$ cat src/rtl/bav_pkg.sv
// ----------------------------------------------------------------------------
// bav_pkg
// Shared types, constants and the tanh knot table of the bias-add and
// activation unit.
// ----------------------------------------------------------------------------
package bav_pkg;

  // Bias store geometry
  localparam int BIAS_DEPTH = 1024;
  localparam int BIAS_AW    = $clog2(BIAS_DEPTH);
  localparam int LEN_W      = 11;
  localparam int CFG_W      = 11;
  localparam int CFG_IDX_W  = 2;

  // Configuration register indexes
  localparam logic [CFG_IDX_W-1:0] CFG_ACT_MODE  = 2'd0;
  localparam logic [CFG_IDX_W-1:0] CFG_BIAS_EN   = 2'd1;
  localparam logic [CFG_IDX_W-1:0] CFG_BIAS_LEN  = 2'd2;

  // Activation codes; the spare code behaves as no activation
  localparam logic [1:0] ACT_NONE  = 2'd0;
  localparam logic [1:0] ACT_RELU  = 2'd1;
  localparam logic [1:0] ACT_GELU  = 2'd2;
  localparam logic [1:0] ACT_SPARE = 2'd3;

  // Input word kinds
  localparam logic KIND_DATA = 1'b0;
  localparam logic KIND_BIAS = 1'b1;

  // GELU fixed-point constants (Q16)
  localparam int GELU_C0      = 52290;
  localparam int GELU_C1      = 2930;
  localparam int A_CLAMP      = 2048;
  localparam int A_W          = 12;
  localparam int ONE_Q16      = 65536;
  localparam int TANH_RANGE_W = 18;
  localparam int GELU_STAGES  = 9;

  // tanh table: TANH_SEGMENTS linear pieces over [0, 4.0)
  localparam int TANH_SEGMENTS = 64;
  localparam int TANH_IDX_W    = $clog2(TANH_SEGMENTS);
  localparam int TANH_FRAC_W   = TANH_RANGE_W - TANH_IDX_W;
  localparam int KNOT_IDX_W    = $clog2(TANH_SEGMENTS + 1);
  localparam int KNOT_W        = 17;

  typedef logic [TANH_SEGMENTS:0][KNOT_W-1:0] knot_tab_t;

  typedef struct packed {
    logic               kind;
    logic signed [15:0] sample;
    logic [9:0]         bias_slot;
    logic               final_element;
  } in_word_t;

  typedef struct packed {
    logic signed [15:0] activated;
    logic               end_of_tensor;
    logic               size_error;
  } out_word_t;

  // Element traveling along the activation pipeline
  typedef struct packed {
    logic               valid;
    logic               fin;
    logic               err;
    logic signed [16:0] x;
  } tag_t;

  // Truncating unsigned quotient by shift and subtract, table build only
  function automatic longint unsigned div_u64(longint unsigned num,
                                              longint unsigned den);
    longint unsigned q;
    longint unsigned r;
    q = '0;
    r = '0;
    for (int b = 63; b >= 0; b--) begin
      r = {r[62:0], num[b]};
      if (r >= den) begin
        r    = r - den;
        q[b] = 1'b1;
      end
    end
    return q;
  endfunction

  // tanh at knot i in Q16: series at the argument divided by 1024, then ten
  // angle doublings, all in truncating Q30
  function automatic logic [KNOT_W-1:0] tanh_knot(int unsigned i);
    longint unsigned u30;
    longint unsigned x;
    longint unsigned x2;
    longint unsigned x3;
    longint unsigned x5;
    longint unsigned t;
    u30 = (longint'(i) << 32) / TANH_SEGMENTS;
    x   = u30 >> 10;
    x2  = (x * x) >> 30;
    x3  = (x2 * x) >> 30;
    x5  = (x3 * x2) >> 30;
    t   = x - x3 / 3 + (2 * x5) / 15;
    for (int k = 0; k < 10; k++) begin
      t = div_u64(t << 31, (64'd1 << 30) + ((t * t) >> 30));
    end
    return KNOT_W'((t + (64'd1 << 13)) >> 14);
  endfunction

  function automatic knot_tab_t build_tanh_knots();
    knot_tab_t tab;
    for (int i = 0; i <= TANH_SEGMENTS; i++) begin
      tab[i] = tanh_knot(i);
    end
    return tab;
  endfunction

  localparam knot_tab_t TANH_KNOTS = build_tanh_knots();

endpackage

$ cat src/rtl/bav_gelu.sv
// ----------------------------------------------------------------------------
// bav_gelu
// Nine-stage GELU pipeline: magnitude clamp, cube, tanh argument, table
// interpolation and the final scaling. The element tag travels alongside.
// ----------------------------------------------------------------------------
module bav_gelu (
  input  logic               clk_i,
  input  logic               rst_ni,
  input  logic               adv_i,
  input  bav_pkg::tag_t      tag_i,
  output bav_pkg::tag_t      tag_o,
  output logic signed [17:0] gelu_o
);

  bav_pkg::tag_t tag_q [bav_pkg::GELU_STAGES];

  // stage data
  logic [bav_pkg::A_W-1:0] a1_q, a2_q, a3_q, a4_q;
  logic [23:0]             sq2_q;
  logic [35:0]             cube3_q;
  logic [21:0]             cb4_q;
  logic [21:0]             inner5_q;
  logic [21:0]             u6_q;
  logic                    sat7_q;
  logic [bav_pkg::KNOT_W-1:0] y0_7_q, diff7_q, th8_q;
  logic [bav_pkg::TANH_FRAC_W-1:0] frac7_q;
  logic signed [17:0]      y9_q;

  logic [16:0]             abs_x;
  logic [bav_pkg::A_W-1:0] a1_d;
  logic [23:0]             sq2_d;
  logic [35:0]             cube3_d;
  logic [47:0]             c1_prod;
  logic [21:0]             cb4_d;
  logic [21:0]             inner5_d;
  logic [37:0]             c0_prod;
  logic [21:0]             u6_d;
  logic [bav_pkg::TANH_IDX_W-1:0]  idx;
  logic [bav_pkg::KNOT_IDX_W-1:0]  idx_lo, idx_hi;
  logic [bav_pkg::KNOT_W-1:0]      y0, y1, diff7_d, th8_d;
  logic [28:0]             interp;
  logic [17:0]             factor;
  logic signed [35:0]      prod9;
  logic signed [17:0]      y9_d;

  always_comb begin
    // clamp |x| to 8.0
    abs_x = tag_i.x[16] ? 17'(-tag_i.x) : 17'(tag_i.x);
    a1_d  = (abs_x > 17'(bav_pkg::A_CLAMP)) ? bav_pkg::A_W'(bav_pkg::A_CLAMP)
                                             : abs_x[bav_pkg::A_W-1:0];

    sq2_d   = 24'(a1_q) * 24'(a1_q);
    cube3_d = 36'(sq2_q) * 36'(a2_q);

    c1_prod = 48'(bav_pkg::GELU_C1) * 48'(cube3_q) + (48'd1 << 23);
    cb4_d   = 22'(c1_prod >> 24);

    inner5_d = (22'(a4_q) << 8) + cb4_q;

    c0_prod = 38'(bav_pkg::GELU_C0) * 38'(inner5_q) + (38'd1 << 15);
    u6_d    = 22'(c0_prod >> 16);

    // table lookup: segment index and fraction of the Q16 argument
    idx     = u6_q[bav_pkg::TANH_RANGE_W-1:bav_pkg::TANH_FRAC_W];
    idx_lo  = bav_pkg::KNOT_IDX_W'(idx);
    idx_hi  = idx_lo + 1'b1;
    y0      = bav_pkg::TANH_KNOTS[idx_lo];
    y1      = bav_pkg::TANH_KNOTS[idx_hi];
    diff7_d = (y1 > y0) ? (y1 - y0) : '0;

    interp = 29'(diff7_q) * 29'(frac7_q) + 29'(1 << (bav_pkg::TANH_FRAC_W - 1));
    th8_d  = sat7_q ? bav_pkg::KNOT_W'(bav_pkg::ONE_Q16)
                    : y0_7_q + bav_pkg::KNOT_W'(interp >> bav_pkg::TANH_FRAC_W);

    // tanh takes the sign of x
    factor = tag_q[7].x[16] ? (18'(bav_pkg::ONE_Q16) - 18'(th8_q))
                            : (18'(bav_pkg::ONE_Q16) + 18'(th8_q));
    prod9  = 36'(tag_q[7].x) * 36'($signed({1'b0, factor}))
           + 36'sd65536;
    y9_d   = 18'(prod9 >>> 17);
  end

  always_ff @(posedge clk_i or negedge rst_ni) begin
    if (!rst_ni) begin
      for (int k = 0; k < bav_pkg::GELU_STAGES; k++) begin
        tag_q[k] <= '0;
      end
    end else if (adv_i) begin
      tag_q[0] <= tag_i;
      for (int k = 1; k < bav_pkg::GELU_STAGES; k++) begin
        tag_q[k] <= tag_q[k-1];
      end
    end
  end

  always_ff @(posedge clk_i) begin
    if (adv_i) begin
      a1_q     <= a1_d;
      a2_q     <= a1_q;
      sq2_q    <= sq2_d;
      a3_q     <= a2_q;
      cube3_q  <= cube3_d;
      a4_q     <= a3_q;
      cb4_q    <= cb4_d;
      inner5_q <= inner5_d;
      u6_q     <= u6_d;
      sat7_q   <= (u6_q[21:bav_pkg::TANH_RANGE_W] != '0);
      y0_7_q   <= y0;
      diff7_q  <= diff7_d;
      frac7_q  <= u6_q[bav_pkg::TANH_FRAC_W-1:0];
      th8_q    <= th8_d;
      y9_q     <= y9_d;
    end
  end

  assign tag_o  = tag_q[bav_pkg::GELU_STAGES-1];
  assign gelu_o = y9_q;

endmodule

$ cat config.mk
export PLATFORM = sky130hd
export DESIGN_NAME = bav_gelu
export DESIGN_NICKNAME = d
export VERILOG_FILES = /design/src/rtl/bav_pkg.sv /design/src/rtl/bav_gelu.sv
export SDC_FILE = /design/constraint.sdc
export NUM_CORES = 2
export LEC_CHECK = 0
export BUFFER_PORTS_ARGS = -buffer_cell sky130_fd_sc_hd__clkbuf_2
export CAP_MARGIN = 20
export CORE_MARGIN = 2
export CORE_UTILIZATION = 40
export CTS_CLUSTER_DIAMETER = 40
export DETAILED_ROUTE_END_ITERATION = 10
export MAX_ROUTING_LAYER = met4
export SKIP_LAST_GASP = 1
export SYNTH_ARGS = -nofsm -noshare
export SYNTH_HDL_FRONTEND = slang
export SYNTH_SLANG_ARGS = --single-unit
export TNS_END_PERCENT = 20
$ cat constraint.sdc
create_clock -name clk_i -period 12.5 [get_ports clk_i]
set_input_delay 1.875 -clock clk_i [delete_from_list [all_inputs] [get_ports clk_i]]
set_output_delay 1.875 -clock clk_i [all_outputs]
set_load 0.05 [all_outputs]
==> run summary <==
The die is 397 µm tall. No sink is reached through more buffers than the 3 on the longest clock path. The number of global-route vias before repair was 44,300; the synthesis-to-layout area growth was 7.95%. Across the run, the number of max-cap violations was 0.

In this run the register-to-register setup slack is 2.43 ns. Summing the sequential cell areas from Yosys gives 20.0% of the chip area. After clock tree synthesis, the flow added hold-fix buffers numbering 0.

The count of nets left with antenna violations once routing finished came out at 0. The number of rows created at floorplan came out at 144. On the critical path the largest part of the delay comes from simple AND/OR/NAND/NOR gates. STA classifies the critical path endpoint as a flop. The clock drives 448 sinks. For the total congestion overflow after global routing, the log shows 0. Prior to clock tree synthesis, the placed netlist has a worst setup slack of 2.40 ns. Number of synthesized flops with an enable pin: 252. Clock tree synthesis inserted a total of 77 buffers.

The worst hold path was traced through 0 stages. The tools report the maximum achievable frequency as 0.0993 GHz. The logs give 133,000 µm for the final wirelength and 106,000 µm for the post-DP HPWL. Buffers added to address setup during post-CTS repair amount to 0.

The cell sitting at the root of the clock tree is a clkbuf_16. The final layout contains 7,891 nets. The slowest cell on the critical path was edfxtp_1. The post-route setup TNS came out at 0 ns. The initial utilization of the core area, before any placement, comes to 40.2%.

The worst reg2reg path depth was 33. Counting flops with an async set or reset pin after synthesis yields a share of 40.2%. For the count of pins over their slew limit, the log shows 0.

For the worst-skew pair, the clock arrives at the later sink with an insertion delay of 0.64 ns. Cell with the most instances on the worst path: fa_1. STA classifies the critical path startpoint as a flop. In this run the worst path has a maximum fanout of 17. The cell count after synthesis came out at 6,304. In this design, the stage delay of the slowest critical-path cell is 0.59 ns. The floorplan step set the die width to 397 µm.

During I/O placement, the number of pins put on the boundary was 61. For the worst setup path, the data arrival time is 10.43 ns. At the worst endpoint, the required time is 12.86 ns. The first global-routing pass estimated 225,000 µm of wire. The vias after detailed routing was 41,900. For the pin with the worst max-slew slack, the measured transition is 1.11 ns.

Total routing resource utilization after global routing: 17.9%. The critical path crosses 33 cells after its start point. During synthesis, Yosys emitted a total of 0 warnings. The worst path needs 10.07 ns of the cycle, external delays included. The critical path ends at gelu_o[17]. The most critical setup path has its startpoint at th8_q[0].

The flow ran to the end, and the final reports show no timing, DRC or antenna violations. The worst slew slack as a fraction of its limit was 25.8%. Port buffer count: 60.

The count of buffering cells on the critical path with inverters included works out to 3. The simple logic cell fraction of the synthesized area is 12.5%, and the number of remaining DRC errors is 0. H-tree depth reported by CTS: 3. Summing every instance area after synthesis gives 0.0619 mm². Main combinational cell family by area after synthesis: adder cells. The fraction of synthesized cell area in xor and xnor cells was 3.24%. The clock skew after layout was 0.0232 ns.

The most used flip-flop cell after synthesis is edfxtp_1. Clock-pin slew was measured on the worst setup and hold paths at 0.05 ns. Summing the areas of all fa, ha and maj instances in the mapped netlist gives 44.0% of the synthesized area. The worst-case setup margin in the final layout came out at 2.43 ns. The launch instance of the worst register-to-register path was th8_q[0]. The synthesized area per cell came out at 9.82 µm².

Synthesis instantiated 101 different standard cells from the library. Using the TritonRoute via totals, the vias-per-cell ratio works out to 5.03. The compound-gate portion of the synthesized area works out to 7.03%.

In the synthesized netlist, mux cells make up 3.71% of the area. Dividing the detail-routed wire length by the instance count gives 15.9 µm. For this block, the initial DRC count from the detailed router was 2,036. The floorplan step defined a die boundary enclosing 0.158 mm².

The final count of hold timing violations was 0; the post-route fraction of the period consumed by the critical path was 80.5%. After clock tree synthesis, the repair step resized 0 gates. The initial antenna violation count came out at 2. The pin count of the biggest net entering global routing was 163; the setup-violating endpoint count in the final report was 0. The first detailed-routing pass ran for 7 iterations. The type of the setup path with the least slack was reg -> reg.

Setup repair after global routing left no endpoint under its margin. After floorplanning, the core was sized to cover 0.154 mm². In this run the critical register-to-register path is captured at gelu_o[17]. At the end of routability-driven placement, the weighted congestion stood at 0.866. Class of the tightest hold or removal check: reg -> reg. TritonCTS built the clock tree. The number of synthesized register bits is 448. The fraction of layout cells with a size suffix above 1 was 7.53%.
-- Yosys cell counts, types with 32 or more instances --
| cell | count | area share (%) |
|---|---|---|
| o21a_1 | 33 | 0.40 |
| xnor2_1 | 151 | 2.1 |
| inv_1 | 1284 | 7.8 |
| and3_1 | 33 | 0.33 |
| nor3_1 | 77 | 0.62 |
| a21o_1 | 54 | 0.65 |
| nor2_1 | 207 | 1.3 |
| edfxtp_1 | 252 | 12 |
| nand3_1 | 49 | 0.40 |
| clkbuf_1 | 218 | 1.3 |
| mux2_2 | 183 | 3.3 |
| o21ai_0 | 134 | 1.1 |
| a21oi_1 | 160 | 1.3 |
| fa_1 | 905 | 29 |
| xor2_1 | 78 | 1.1 |
| or3_1 | 36 | 0.36 |
| ha_1 | 726 | 15 |
| nor2b_1 | 37 | 0.37 |
| o211ai_1 | 41 | 0.50 |
| dfrtp_1 | 180 | 7.3 |
| nand2_1 | 648 | 3.9 |
| a211oi_1 | 32 | 0.39 |
| and2_1 | 373 | 3.8 |
-- placed cells by master, fill, tap and decap left out, types with 9 or more instances in the layout --
cell type  instances
inv_1           1284
fa_1             905
ha_1             726
nand2_1          648
and2_1           373
edfxtp_1         252
nor2_1           207
mux2_2           183
dfrtp_1          180
a21oi_1          160
xnor2_1          150
o21ai_0          133
clkbuf_16         78
nor3_1            77
xor2_1            77
clkbuf_2          58
a21o_1            54
nand3_1           49
buf_4             48
o211ai_1          41
nor2b_1           37
or3_1             36
o21a_1            33
and3_1            33
a211oi_1          32
nand4_1           25
a31oi_1           25
nand2b_1          21
a21boi_0          18
mux2i_1           18
or2_2             17
o21bai_1          16
dfxtp_1           16
nor4_1            15
inv_6             13
o31ai_1           12
clkinv_2          11
a2111oi_0         10
a221oi_1          10
o22ai_1            9
-- metrics by stage --
stage | utilization, % | std cells | hold slack, ns | instance area (µm²)
6_report | 43.4 | 8344 | 0.415 | 66900
5_1_grt | 43.4 | 8344 | 0.423 | 66900
4_1_cts | 43.4 | 8341 | 0.418 | 66800
3_5_place_dp | 41.7 | 8200 | 0.407 | 64100
3_3_place_gp | 41.7 | 8199 | 0.402 | 64100
2_1_floorplan | - | 6307 | 0.400 | 61900
-- state kept, by name, indices dropped and copies added (netlist names) --
signal / cells
tag_q: 160
cube3_q: 35
cb4_q: 22
inner5_q: 22
sq2_q: 22
u6_q: 22
tag_o: 20
gelu_o: 18
diff7_q: 17
th8_q: 17
y0: 16
y0_7_q: 16
a1_q: 12
a2_q: 12
a3_q: 12
a4_q: 12
frac7_q: 12
sat7_q: 1
-- routing by layer --
metal | part of all wire (%) | vias to the layer above | global-route usage [%]
li1 | - | 20000 | -
met1 | 44 | 21100 | 22.8
met2 | 50 | 660 | 30.5
met3 | 3.3 | 179 | 1.81
met4 | 2.3 | 0 | 4.25
met5 | 0 | - | -
-- logic make-up after synthesis --
group,after synthesis
fa+ha+maj,1633
simple gates,1586
buf+inv,1545
compound gates,657
flops,448
xor+xnor,229
mux,204
other cells,2
-- cell type report --
type	instances	area, µm²
Clock inverter	56	668
Fill cell	14900	87000
Inverter	1286	4830
Clock buffer	85	2020
Timing Repair Buffer	110	727
Antenna cell	1	2.50
Sequential cell	448	12400
Tap cell	2044	2560
Multi-Input combinational cell	4314	43700
-- worst min path at each step --
| stage | startpoint | to | slack (ns) |
|---|---|---|---|
| after floorplan | a3_q[10] | a4_q[10] | 0.40 |
| after global placement | u6_q[6] | frac7_q[6] | 0.40 |
| after detailed placement | u6_q[5] | frac7_q[5] | 0.41 |
| after CTS | u6_q[3] | frac7_q[3] | 0.42 |
| after global routing | cb4_q[6] | inner5_q[6] | 0.42 |
| final | u6_q[3] | frac7_q[3] | 0.41 |
Power is left out: the tool's default activity adds up to more than one toggle a clock period on the data nets, which glitch-free logic cannot reach.
